==> src/hdl/i2cbb_pkg.sv <==
`default_nettype none
package i2cbb_pkg;

   // Command codes carried in the operation field; codes above RECEIVE mean tick only.
   typedef enum logic [2:0] {
      CMD_IDLE     = 3'd0,
      CMD_START    = 3'd1,
      CMD_STOP     = 3'd2,
      CMD_TRANSMIT = 3'd3,
      CMD_RECEIVE  = 3'd4
   } cmd_type;

   localparam int unsigned STEP_W     = 5;
   localparam int unsigned REQ_DATA_W = 16;
   localparam int unsigned RSP_DATA_W = 16;

   // Step numbers of the fixed parts of each sequence.
   localparam logic [STEP_W-1:0] STEP_BUS_LAST  = 5'd3;
   localparam logic [STEP_W-1:0] STEP_TX_ACK_SDA = 5'd24;
   localparam logic [STEP_W-1:0] STEP_TX_ACK_SCL = 5'd25;
   localparam logic [STEP_W-1:0] STEP_RX_BIT_END = 5'd16;
   localparam logic [STEP_W-1:0] STEP_RX_ACK_SDA = 5'd17;
   localparam logic [STEP_W-1:0] STEP_RX_ACK_SCL = 5'd18;

   // Bit phases of one transmitted bit.
   localparam logic [1:0] PHASE_SET_SDA  = 2'd0;
   localparam logic [1:0] PHASE_SCL_HIGH = 2'd1;
   localparam logic [1:0] PHASE_SCL_LOW  = 2'd2;

   localparam logic [7:0] MSB_MASK = 8'h80;

   typedef struct packed {
      logic       sda_in;
      logic       send_ack;
      logic [7:0] tx_byte;
      logic [2:0] operation;
   } req_item_type;

   typedef struct packed {
      logic       ack_seen;
      logic [7:0] rx_byte;
      logic       done_res;
      logic       busy_res;
      logic       sda_release;
      logic       scl_release;
   } rsp_item_type;

   typedef struct packed {
      logic              scl_level;
      logic              sda_level;
      logic [STEP_W-1:0] step_count;
      logic [1:0]        bit_phase;
      cmd_type           active_command;
      logic [7:0]        shift_reg;
      logic              ack_flag;
      logic              ack_request;
      logic [7:0]        rx_hold;
   } bus_state_type;

endpackage
`default_nettype wire

==> src/hdl/i2c_bitbang_master_core.sv <==
`default_nettype none
// Channel  Ports                        Payload (lowest bit first)
// req      req_tvalid/tready/tdata      operation[2:0], tx_byte[7:0], send_ack, sda_in
// rsp      rsp_tvalid/tready/tdata      scl_release, sda_release, busy_res, done_res,
//                                       rx_byte[7:0], ack_seen
//
// Each accepted tick waits in the input register, then yields one registered result.
// One tick is accepted per cycle while results are taken; the bus sequencer steps once
// per tick, so a start or stop takes 4 ticks, a transmit 27 and a receive 20.
// Reset releases both lines and returns the sequencer to idle.
// A stalled result holds the held request in the input register, which then stalls req.
module i2c_bitbang_master_core (
   input  wire                                clock,
   input  wire                                reset,
   input  wire                                req_tvalid,
   output logic                               req_tready,
   // operation[2:0], tx_byte[10:3], send_ack[11], sda_in[12]
   input  wire  [i2cbb_pkg::REQ_DATA_W-1:0]   req_tdata,
   output logic                               rsp_tvalid,
   input  wire                                rsp_tready,
   // scl_release[0], sda_release[1], busy_res[2], done_res[3], rx_byte[11:4], ack_seen[12]
   output logic [i2cbb_pkg::RSP_DATA_W-1:0]   rsp_tdata
);

   i2cbb_pkg::req_item_type  req_item;
   i2cbb_pkg::req_item_type  held_item;
   logic                     held_valid;
   logic                     advance;
   i2cbb_pkg::bus_state_type state_ff;
   i2cbb_pkg::bus_state_type state_in;
   i2cbb_pkg::rsp_item_type  step_rsp;
   i2cbb_pkg::rsp_item_type  rsp_ff;
   logic                     rsp_valid_ff;
   logic                     rsp_valid_in;

   assign req_item = req_tdata[12:0];

   // The held tick is processed once the result register is free or being emptied.
   assign advance = held_valid && (!rsp_valid_ff || rsp_tready);

   i2cbb_in_reg u_in_reg (
      .clock      (clock),
      .reset      (reset),
      .in_valid   (req_tvalid),
      .in_ready   (req_tready),
      .in_item    (req_item),
      .held_valid (held_valid),
      .held_take  (advance),
      .held_item  (held_item)
   );

   i2cbb_step u_step (
      .item (held_item),
      .cur  (state_ff),
      .nxt  (state_in),
      .rsp  (step_rsp)
   );

   always_comb begin
      rsp_valid_in = rsp_valid_ff;
      if (advance) begin
         rsp_valid_in = 1'b1;
      end else if (rsp_tready) begin
         rsp_valid_in = 1'b0;
      end
   end

   always_ff @(posedge clock) begin
      if (reset) begin
         rsp_valid_ff            <= 1'b0;
         state_ff.scl_level      <= 1'b1;
         state_ff.sda_level      <= 1'b1;
         state_ff.step_count     <= '0;
         state_ff.bit_phase      <= i2cbb_pkg::PHASE_SET_SDA;
         state_ff.active_command <= i2cbb_pkg::CMD_IDLE;
         state_ff.shift_reg      <= '0;
         state_ff.ack_flag       <= 1'b0;
         state_ff.ack_request    <= 1'b0;
         state_ff.rx_hold        <= '0;
      end else begin
         rsp_valid_ff <= rsp_valid_in;
         if (advance) begin
            state_ff <= state_in;
         end
      end
   end

   always_ff @(posedge clock) begin
      if (advance) begin
         rsp_ff <= step_rsp;
      end
   end

   assign rsp_tvalid = rsp_valid_ff;
   assign rsp_tdata  = {3'b000, rsp_ff};

`ifndef NO_ASSERTIONS
   a_idle_step_zero : assert property (@(posedge clock) disable iff (reset)
      state_ff.active_command == i2cbb_pkg::CMD_IDLE |->
         state_ff.step_count == '0 && state_ff.bit_phase == i2cbb_pkg::PHASE_SET_SDA)
      else $error("idle sequencer holds a nonzero step");

   a_phase_range : assert property (@(posedge clock) disable iff (reset)
      state_ff.bit_phase != 2'd3)
      else $error("bit phase out of range");

   a_done_busy : assert property (@(posedge clock) disable iff (reset)
      rsp_valid_ff && rsp_ff.done_res |-> rsp_ff.busy_res)
      else $error("done reported without a step");

   a_step_advance : assert property (@(posedge clock) disable iff (reset)
      advance && state_ff.active_command != i2cbb_pkg::CMD_IDLE && !step_rsp.done_res |=>
         state_ff.step_count == $past(state_ff.step_count) + 5'd1)
      else $error("sequencer step did not advance");

   a_stall_holds_state : assert property (@(posedge clock) disable iff (reset)
      !advance |=> $stable(state_ff))
      else $error("bus state changed without a tick");
`endif

endmodule
`default_nettype wire

==> src/hdl/i2cbb_in_reg.sv <==
`default_nettype none
module i2cbb_in_reg (
   input  wire                          clock,
   input  wire                          reset,
   input  wire                          in_valid,
   output logic                         in_ready,
   input  wire i2cbb_pkg::req_item_type in_item,
   output logic                         held_valid,
   input  wire                          held_take,
   output i2cbb_pkg::req_item_type      held_item
);

   logic                    valid_ff;
   logic                    valid_in;
   i2cbb_pkg::req_item_type item_ff;

   // A new transaction may enter while the register is empty or the held one leaves in the same cycle.
   assign in_ready   = !valid_ff || held_take;
   assign held_valid = valid_ff;
   assign held_item  = item_ff;

   always_comb begin
      valid_in = valid_ff;
      if (in_ready) begin
         valid_in = in_valid;
      end
   end

   always_ff @(posedge clock) begin
      if (reset) begin
         valid_ff <= 1'b0;
      end else begin
         valid_ff <= valid_in;
      end
   end

   always_ff @(posedge clock) begin
      if (in_ready && in_valid) begin
         item_ff <= in_item;
      end
   end

endmodule
`default_nettype wire

==> src/hdl/i2cbb_step.sv <==
`default_nettype none
module i2cbb_step (
   input  wire i2cbb_pkg::req_item_type  item,
   input  wire i2cbb_pkg::bus_state_type cur,
   output i2cbb_pkg::bus_state_type      nxt,
   output i2cbb_pkg::rsp_item_type       rsp
);

   i2cbb_pkg::bus_state_type st;
   logic                     last_step;
   logic                     busy;
   logic [2:0]               op;

   always_comb begin
      st        = cur;
      last_step = 1'b0;
      busy      = 1'b0;
      op        = item.operation;

      // Commands are taken only while idle; unknown codes are plain ticks.
      if (cur.active_command == i2cbb_pkg::CMD_IDLE &&
          op >= 3'(i2cbb_pkg::CMD_START) && op <= 3'(i2cbb_pkg::CMD_RECEIVE)) begin
         st.active_command = i2cbb_pkg::cmd_type'(op);
         st.step_count     = '0;
         st.bit_phase      = i2cbb_pkg::PHASE_SET_SDA;
         if (op == 3'(i2cbb_pkg::CMD_TRANSMIT)) begin
            st.shift_reg = item.tx_byte;
         end else if (op == 3'(i2cbb_pkg::CMD_RECEIVE)) begin
            st.shift_reg   = '0;
            st.ack_request = item.send_ack;
         end
      end

      case (st.active_command)
         i2cbb_pkg::CMD_START: begin
            busy = 1'b1;
            case (st.step_count)
               5'd0:    st.sda_level = 1'b1;
               5'd1:    st.scl_level = 1'b1;
               5'd2:    st.sda_level = 1'b0;
               default: st.scl_level = 1'b0;
            endcase
            last_step = st.step_count >= i2cbb_pkg::STEP_BUS_LAST;
         end
         i2cbb_pkg::CMD_STOP: begin
            busy = 1'b1;
            case (st.step_count)
               5'd0:    st.scl_level = 1'b0;
               5'd1:    st.sda_level = 1'b0;
               5'd2:    st.scl_level = 1'b1;
               default: st.sda_level = 1'b1;
            endcase
            last_step = st.step_count >= i2cbb_pkg::STEP_BUS_LAST;
         end
         i2cbb_pkg::CMD_TRANSMIT: begin
            busy = 1'b1;
            if (st.step_count < i2cbb_pkg::STEP_TX_ACK_SDA) begin
               case (st.bit_phase)
                  i2cbb_pkg::PHASE_SET_SDA:
                     st.sda_level = |(st.shift_reg & i2cbb_pkg::MSB_MASK);
                  i2cbb_pkg::PHASE_SCL_HIGH:
                     st.scl_level = 1'b1;
                  default: begin
                     st.scl_level = 1'b0;
                     st.shift_reg = {st.shift_reg[6:0], 1'b0};
                  end
               endcase
            end else if (st.step_count == i2cbb_pkg::STEP_TX_ACK_SDA) begin
               st.sda_level = 1'b1;
            end else if (st.step_count == i2cbb_pkg::STEP_TX_ACK_SCL) begin
               st.scl_level = 1'b1;
               st.ack_flag  = !item.sda_in;
            end else begin
               st.scl_level = 1'b0;
               last_step    = 1'b1;
            end
         end
         i2cbb_pkg::CMD_RECEIVE: begin
            busy = 1'b1;
            if (st.step_count == '0) begin
               st.sda_level = 1'b1;
            end else if (st.step_count <= i2cbb_pkg::STEP_RX_BIT_END) begin
               if (st.step_count[0]) begin
                  st.scl_level = 1'b1;
                  st.shift_reg = {st.shift_reg[6:0], item.sda_in};
               end else begin
                  st.scl_level = 1'b0;
               end
            end else if (st.step_count == i2cbb_pkg::STEP_RX_ACK_SDA) begin
               st.sda_level = !st.ack_request;
            end else if (st.step_count == i2cbb_pkg::STEP_RX_ACK_SCL) begin
               st.scl_level = 1'b1;
            end else begin
               st.scl_level = 1'b0;
               st.rx_hold   = st.shift_reg;
               last_step    = 1'b1;
            end
         end
         default: begin
            busy = 1'b0;
         end
      endcase

      if (busy) begin
         if (last_step) begin
            st.active_command = i2cbb_pkg::CMD_IDLE;
            st.step_count     = '0;
            st.bit_phase      = i2cbb_pkg::PHASE_SET_SDA;
         end else begin
            st.step_count = st.step_count + 5'd1;
            st.bit_phase  = (st.bit_phase == i2cbb_pkg::PHASE_SCL_LOW) ?
                            i2cbb_pkg::PHASE_SET_SDA : st.bit_phase + 2'd1;
         end
      end

      nxt             = st;
      rsp.scl_release = st.scl_level;
      rsp.sda_release = st.sda_level;
      rsp.busy_res    = busy;
      rsp.done_res    = busy && last_step;
      rsp.rx_byte     = st.rx_hold;
      rsp.ack_seen    = st.ack_flag;
   end

endmodule
`default_nettype wire

==> config.mk <==
export PLATFORM = sky130hd
export DESIGN_NAME = i2c_bitbang_master_core
export DESIGN_NICKNAME = d
export VERILOG_FILES = /design/src/hdl/i2cbb_pkg.sv /design/src/hdl/i2c_bitbang_master_core.sv /design/src/hdl/i2cbb_in_reg.sv /design/src/hdl/i2cbb_step.sv
export SDC_FILE = /design/constraint.sdc
export NUM_CORES = 1
export LEC_CHECK = 0
export BUFFER_PORTS_ARGS = -buffer_cell sky130_fd_sc_hd__buf_2
export CORE_ASPECT_RATIO = 0.9
export CORE_MARGIN = 8
export CORE_UTILIZATION = 50
export CTS_CLUSTER_DIAMETER = 80
export CTS_CLUSTER_SIZE = 20
export DETAILED_ROUTE_END_ITERATION = 6
export PLACE_DENSITY_LB_ADDON = 0.15
export SYNTH_ARGS = -nofsm -noshare
export SYNTH_HDL_FRONTEND = slang
export SYNTH_SLANG_ARGS = --single-unit
==> constraint.sdc <==
create_clock -name clock -period 3.14 [get_ports clock]
set_input_delay 0.628 -clock clock [delete_from_list [all_inputs] [get_ports clock]]
set_output_delay 0.628 -clock clock [all_outputs]
set_load 0.1 [all_outputs]
# After elaboration in Yosys (flattened, before gate mapping)
# Cells that the tools add are included.
[classes]
n_reduce_logical = 19
order_cmp = 5
n_mux = 55
n_eq_ne = 14
n_addsub = 2
[op_table]
columns = ["op", "n"]
rows = [
  ["two-way mux 8 bit", 12],
  ["two-way mux 1 bit", 29],
  ["equality test 5 bit (second input constant)", 4],
  ["two-way mux 18 bit", 1],
  ["one-hot mux 8 bit (2 select lines)", 1],
  ["two-way mux 10 bit", 1],
  ["one-hot mux 1 bit (2 select lines)", 5],
  ["equality test 3 x 2 -> 1 bit (second input constant)", 3],
  ["one-hot mux 2 bit (4 select lines)", 1],
  ["two-way mux 7 bit", 1],
  ["equality test 3 bit (second input constant)", 2],
  ["OR reduction 2 bit", 3],
  ["adder 5 x 1 -> 5 bit (second input constant)", 1],
  ["equality test 5 x 1 -> 1 bit (second input constant)", 1],
  ["equality test 5 x 2 -> 1 bit (second input constant)", 1],
  ["greater-or-equal comparator 5 x 2 -> 1 bit (second input constant)", 1],
  ["<= comparator 5 bit (second input constant)", 1],
  ["logical AND 1 bit", 5],
  ["zero test 5 bit", 1],
  ["less-than comparator 5 bit (second input constant)", 1],
  ["zero test 1 bit", 4],
  ["two-way mux 2 bit", 2],
  ["OR reduction 4 bit", 1],
  ["equality test 3 x 1 -> 1 bit (second input constant)", 1],
  ["11 further kinds", 12],
]
[word_totals]
ff_bits = 58
wordCells = 116

# Longest topological paths before layout
# Gate-level depths: netlist (run 1).
[depth]
ltp_word = 12
depth_mapped = 9
ltp_nobuf = 7

# Cells and area by module
# From an unflattened synthesis (run 1), not the netlist that was laid out.
[hier_totals]
cells_unflattened = 390
area_unflattened_um2 = 3654.8
[by_module_without_submodules]
columns = ["module", "instances", "cells_per_inst", "area_each_um2"]
rows = [
  ["i2c_bitbang_master_core", 1, 151, 1801.7],
  ["i2cbb_step", 1, 221, 1407.6],
  ["i2cbb_in_reg", 1, 18, 445.4],
]

# Least setup slack after synthesis (run 1)
# OpenSTA, ideal clock, no wires.
[synth_timing]
path_kind = "register -> register"
from = "reg rsp_valid_ff (netlist: rsp_tvalid)"
to = "reg u_in_reg.item_ff (netlist bit u_in_reg.held_item[0]), enable pin"
stages_incl_launch_ff = 4
setup_ps = 305
n_path_buf = 0
slack_ps = 465
arrival_ps = 2370
required_time_ps = 2835
path_cell_list = "dfxtp_1 nor2b_1 nand2_1 and2_1"
[synth_between]
elab_chain_cells = 5
[synth_rtl]
columns = ["element", "line", "source"]
rows = [
  ["start, declared", "i2c_bitbang_master_core.sv:33", "logic rsp_valid_ff;"],
  ["start signal, assigned", "i2c_bitbang_master_core.sv:81", "rsp_valid_ff <= rsp_valid_in;"],
  ["zero test 1 bit", "i2c_bitbang_master_core.sv:39", "assign advance = held_valid && (!rsp_valid_ff || rsp_tready);"],
  ["logical OR 1 bit", "i2c_bitbang_master_core.sv:39", ""],
  ["logical AND 1 bit", "i2c_bitbang_master_core.sv:39", ""],
  ["logical OR 1 bit", "i2cbb_in_reg.sv:18", "assign in_ready = !valid_ff || held_take;"],
  ["via req_tready", "i2c_bitbang_master_core.sv:16", "output logic req_tready,"],
  ["logical AND 1 bit", "i2cbb_in_reg.sv:38", "if (in_ready && in_valid) begin"],
  ["end signal, assigned", "i2cbb_in_reg.sv:39", "item_ff <= in_item;"],
  ["end, declared", "i2cbb_in_reg.sv:15", "i2cbb_pkg::req_item_type item_ff;"],
]
# The timed path passes the listed nets, and every way through them passes these cells.
# A chain may end at the register's enable or synchronous reset.

==> impl_metrics.csv, run 1 <==
group,metric,value,unit
clock_network,root_buffer,"clkbuf_8",
logic_synthesis,synth.most_common_cell,"nand2_1",
sta,finalCriticalPeriod,2.46,ns
layout,final_nets,367,
route,routed_wirelength,6.76,mm
logic_synthesis,synth_edf_count,26,
route,drcViolationCount,0,
floorplanning,fp-row-count,27,
worst_setup_path,r2r-end,"rsp_tdata[1]",
logic_synthesis,synth.area.top_cells,"edfxtp_1, dfxtp_1, nand2_1",
run,drv_cap,0,
logic_synthesis,synth_cell_types,65,
logic_synthesis,syn_area,0.00306,sq mm
sta,fin_tns_setup,0,ns
worst_setup_path,crit_arrival,2.53,ns
sta,finalCritPeriodShare,0.782,
clock_network,clk_latency,0.33,ns
placement,port_buffers,31,
worst_setup_path,slowest_stage,"edfxtp_1",
sta,timing_hold_violations_final,0,
global_route,grt_antenna_before_repair,0,
global_route,grt_max_degree,36,
worst_setup_path,required,3.22,ns
layout,fill_cells,555,
logic_synthesis,ys_async_sr_fraction,0,
floorplanning,die_width,98.5,microns
clock_network,cts_buffers,9,
logic_synthesis,synth.avg_cell_area,9.34,sq um
worst_setup_path,reg2reg_depth,6,
clock_network,h-tree-depth,3,
power,total_power,1.76,mW
worst_setup_path,worstPathMaxFanout,12,
route,postRouteAntennaNets,0,
clock_network,clk_path_buf_depth,2,
worst_hold_path,whs_endpoint,"state_ff[14]",
worst_hold_path,hold_depth,2,
route,vias_per_cell,5.87,
global_route,grt_pass1_vias,2302,
worst_setup_path,crit_chain,"or3_4 -> and3_1 -> nor4_1 -> nor3_1 -> nor3_2 -> a21oi_1",
sta,fmax,0.407,GHz
sta,slew_headroom,0.484,
worst_setup_path,worst-setup-path-type,"register to register",
route,firstDrtPassIters,4,
layout,diodes,0,
clock_network,ctsResizeCount,0,
logic_synthesis,synth_top_cells_by_count,"nand2_1, dfxtp_1, a21oi_1, edfxtp_1, nor2_1",
logic_synthesis,synthCells,328,
placement,place_congestion,0.899,
logic_synthesis,synth.top_cell.area_share,0.255,
route,wl_per_cell,15.9,microns
clock_network,postCtsHoldBufs,0,
sta,drv_slew,0,
logic_synthesis,seq_area_frac_synth,0.464,
floorplanning,die-area,0.00889,sq mm
sta,rsz0062_at_grt,"no",
power,p_leak,1.22,nW
worst_setup_path,cp-end-kind,"register",
logic_synthesis,synth_ff_type,"dfxtp_1",
floorplanning,chipHeight,90.3,microns
route,num_vias,2490,
floorplanning,io_pins,38,
floorplanning,start_util,0.509,
route,drt_iter0_markers,131,
worst_setup_path,cpPeakStageDelay,0.57,ns
layout,drive_above_1_share,0.207,
sta,setup_violations,0,
power,power_density,523,mW/mm^2
sta,worst-slew-pin-transition,0.766,ns
worst_hold_path,min_path_type,"register to register",
worst_setup_path,startpoint_type,"register",
global_route,grt_pass1_wl,11.4,mm
sta,fin_skew,0.0103,ns
global_route,gr-total-overflow,0,
global_route,grt.total_usage,0.159,
power,ir_drop,0.347,mV
logic_synthesis,ys_seq_elements,58,
clock_network,cts_tree,"built",
placement,dp_hpwl,4.55,mm
floorplanning,coreArea,0.00601,sq mm
clock_network,post_cts_buffers,0,
logic_synthesis,yosysWarnings,0,
worst_setup_path,r2r_start,"u_in_reg.held_item[1]",
logic_synthesis,yosysTopAreaCell,"edfxtp_1",
worst_setup_path,r2r_slack,0.68,ns
run_status,status,"finished clean",
clock_network,cts_sinks,58,
layout,area.growth.synth_to_final,9.52,%
clock_network,path_clk_slew,0.06,ns
worst_hold_path,worst_hold_startpoint,"state_ff[14]",
## critical path: cells and delay by family (launching register included)
family	cells	cell delay, ns
AOI/OAI and AO/OA	1	0.10
and+or+nand+nor	5	1.53
DFF	1	0.57
## per-stage QoR
stage / hold slack (ns) / std cells / instance area [sq um] / util / setup WS, ns
finish: 0.448 / 424 / 3350 / 0.558 / 0.684
global route: 0.441 / 424 / 3350 / 0.558 / 0.573
CTS: 0.442 / 424 / 3350 / 0.558 / 0.715
detailed placement: 0.443 / 408 / 3170 / 0.527 / 0.761
global placement: 0.438 / 408 / 3170 / 0.527 / 0.787
floorplan: 0.432 / 330 / 3070 / - / 0.465
## flip-flops by register name, indices dropped and copies added (netlist names)
signal and flops:
u_in_reg.held_item 13, state_ff 30, u_in_reg.held_valid 1, rsp_tdata 13, rsp_tvalid 1
## cell families after synthesis
| family | Yosys count | synth area share |
|---|---|---|
| compound gates | 97 | 0.216 |
| xor+xnor | 2 | 0.00572 |
| buf+inv | 35 | 0.0658 |
| flops | 58 | 0.464 |
| mux | 8 | 0.0286 |
| other cells | 1 | 0.00122 |
| simple gates | 127 | 0.219 |
## routing by layer
layer  wire length (microns)  vias up  global-route usage
met3                     414       10              0.0501
li1                        -     1237                   -
met2                    2910       85               0.231
met4                      83        0              0.0613
met1                    3350     1158               0.215
met5                       0        -                   0
## where the power goes
part	internal, mW	switching, mW
registers	0.819	0.0272
logic	0.0664	0.188
clock network	0.365	0.290
total	1.25	0.505
## cell usage in the layout (no fill, tap or decap), types with 3 or more instances in the layout
master    Yosys  layout
edfxtp_1     26      26
clkbuf_8      0       9
nor3_1       10      10
nand4_1       4       4
nor2_1       23      23
a31oi_1      10      10
or3_1         3       3
o211ai_1      7       7
nand2_1      54      54
o21ai_0       5       5
a22oi_1       7       7
mux2i_1       5       5
nor2b_1       3       3
o21ai_1      14      14
dfxtp_1      32      32
a211oi_1      3       3
buf_4         7       4
a21oi_1      28      28
nand3_1       5       5
inv_1         5       5
buf_2         5      31
conb_1        1       3
## worst max-delay path by stage
| stage | start | to | slack [ns] | cells past startpoint |
|---|---|---|---|---|
| final | u_in_reg.held_item[1] | rsp_tdata[1] | 0.68 | 6 |
| after global placement | u_in_reg.held_item[1] | rsp_tdata[1] | 0.79 | 6 |
| after floorplan | rsp_tvalid | u_in_reg.held_item[0] | 0.47 | 3 |
| after detailed placement | u_in_reg.held_item[1] | rsp_tdata[1] | 0.76 | 6 |
| after CTS | u_in_reg.held_item[1] | rsp_tdata[1] | 0.71 | 6 |
| after global routing | u_in_reg.held_item[1] | rsp_tdata[1] | 0.57 | 6 |
## area by class of cell
| type | count | area (sq um) | area share |
|---|---|---|---|
| Clock buffer | 11 | 131 | 0.0392 |
| Tap cell | 72 | 90.1 | 0.0269 |
| Inverter | 6 | 22.5 | 0.00671 |
| Clock inverter | 5 | 56.3 | 0.0168 |
| Multi-Input combinational cell | 237 | 1450 | 0.432 |
| Timing Repair Buffer | 35 | 185 | 0.0552 |
| Sequential cell | 58 | 1420 | 0.424 |
Note: power is estimated with default switching activity, not from simulation.
==> run 2, diff against run 1 <==
- clock period: 3.14 -> 2.04 ns (I/O delays scaled with it)
==> impl_metrics.csv, run 2 (same netlist as run 1, synthesis figures left out) <==
group,metric,value,unit
clock_network,h-tree-depth,3,
global_route,grt_pass1_vias,2501,
layout,final_cell_mix,"nand2_1, buf_4, buf_2, dfxtp_1, a21oi_1",
power,p_leak,1.39,nW
layout,largest-register,"state_ff",
worst_hold_path,min_path_type,"input port to register",
global_route,grt.total_usage,0.172,
worst_setup_path,required,2.12,ns
worst_setup_path,r2r-end,"rsp_tdata[1]",
clock_network,postCtsHoldBufs,0,
worst_setup_path,reg2reg_depth,6,
sta,worst_slack,0.0148,ns
clock_network,clk_path_buf_depth,2,
power,power_density,771,mW/mm^2
route,wl_met3,455,microns
worst_hold_path,worst_hold_startpoint,"req_tdata[8]",
worst_setup_path,r2r_slack,0.01,ns
layout,area.growth.synth_to_final,19.7,%
floorplanning,die-area,0.00889,sq mm
route,num_vias,2651,
floorplanning,coreArea,0.00601,sq mm
sta,fmax,0.494,GHz
sta,finalCritPeriodShare,0.993,
route,routed_wirelength,7.47,mm
clock_network,path_clk_slew,0.07,ns
worst_setup_path,cpPeakStageDelay,0.42,ns
placement,port_buffers,31,
route,wl_per_cell,16.4,microns
clock_network,cts_sinks,58,
sta,finalCriticalPeriod,2.03,ns
route,met2_length,3.34,mm
worst_setup_path,worstPathMaxFanout,4,
sta,fin_skew,0.00727,ns
route,vias_per_cell,5.81,
route,drcViolationCount,0,
sta,setup_violations,0,
floorplanning,start_util,0.509,
route,drt_iter0_markers,171,
floorplanning,chipHeight,90.3,microns
worst_setup_path,startpoint_type,"register",
placement,dp_hpwl,5.31,mm
power,ir_drop,0.459,mV
route,firstDrtPassIters,5,
layout,final_nets,399,
sta,drv_slew,0,
clock_network,cts_buffers,9,
placement,place_ws,0.0105,ns
worst_setup_path,crit_chain,"or3_4 -> and3_2 -> nor4_1 -> nor3_1 -> nor3_2 -> a21oi_1",
global_route,gr-total-overflow,0,
clock_network,cts_tree,"built",
sta,hold_ws,0.235,ns
layout,regArea,0.00143,sq mm
layout,largest_reg_flops,30,
sta,timing_hold_violations_final,0,
sta,worst-slew-pin-transition,0.594,ns
layout,diodes,0,
layout,fin_util,0.610,
worst_setup_path,worst-setup-path-type,"register to register",
layout,fill_cells,511,
worst_setup_path,r2r_start,"u_in_reg.held_item[0]",
run,drv_cap,0,
clock_network,root_buffer,"clkbuf_8",
worst_setup_path,slowest_stage,"edfxtp_1",
floorplanning,die_width,98.5,microns
layout,multi_input_comb_area,0.00149,sq mm
route,wirelength_met1,3.59,mm
route,routed.top_layer,"met4",
placement,place_congestion,0.877,
worst_hold_path,hold_depth,1,
global_route,grt_pass1_wl,12.2,mm
layout,final_common_cell,"nand2_1",
worst_setup_path,cp-end-kind,"register",
clock_network,clk_latency,0.34,ns
route,postRouteAntennaNets,0,
worst_setup_path,setup.worst_path.start,"u_in_reg.held_item[0]",
layout,drive_above_1_share,0.305,
global_route,grt_max_degree,29,
worst_hold_path,whs_endpoint,"u_in_reg.held_item[8]",
floorplanning,fp-row-count,27,
worst_setup_path,crit_arrival,2.10,ns
sta,rsz0062_at_grt,"yes",
floorplanning,io_pins,38,
sta,slew_headroom,0.604,
run_status,status,"finished clean",
global_route,grt_antenna_before_repair,0,
==> run 2: cell count changes in the layout (fill, tap and decap cells not counted), sizes merged <==
cell / previous run / this run
clkinv: 3 / 2
clkinvlp: 1 / 2
buf: 35 / 67
==> run 2: stage by stage <==
stage / std cells / area, sq um / total power [mW] / setup TNS (ns)
2_1_floorplan: 330 / 3080 / 1.66 / 0
3_3_place_gp: 439 / 3420 / 1.77 / 0
3_5_place_dp: 439 / 3420 / 1.78 / 0
4_1_cts: 455 / 3620 / 2.83 / 0
5_1_grt: 456 / 3670 / 2.93 / -0.259
6_report: 456 / 3670 / 2.83 / 0
==> run 2: worst max-delay path: cells and delay by family (launching register included) <==
family          cells  cell delay [ns]
flops               1             0.42
simple gates        5             1.24
compound gates      1             0.10
==> run 2: where the power goes <==
group | leakage, nW | switching, mW | internal (mW)
logic | 0.782 | 0.319 | 0.153
clock network | 0.0953 | 0.470 | 0.593
registers | 0.512 | 0.0334 | 1.26
==> run 2: worst max path at each step <==
stage / endpoint / cells after the start
after floorplan: rsp_tdata[1] / 8
after global placement: state_ff[29] / 7
after detailed placement: rsp_tdata[1] / 7
after CTS: rsp_tdata[1] / 7
after global routing: state_ff[20] / 8
final: rsp_tdata[1] / 6
==> run 2: cell type report <==
cell class,instances,area share
inverters,6,0.00614
well taps,72,0.0246
clock inverters,5,0.0150
repair buffers,67,0.120
clock buffers,11,0.0386
flip-flops and latches,58,0.389
multi-input cells,237,0.406
==> run 2: routing by layer <==
metal,up-vias,global-route usage
met3,15,0.0593
met5,-,0
met2,91,0.259
li1,1297,-
met4,0,0.0511
met1,1248,0.226
==> run 2: what timing repair did <==
| action | CTS | global route |
|---|---|---|
| buffers inserted | 0 | 1 |
| resized for setup | 1 | 9 |
| endpoints found under the setup margin | 1 | 17 |
| pin swaps | 0 | 2 |
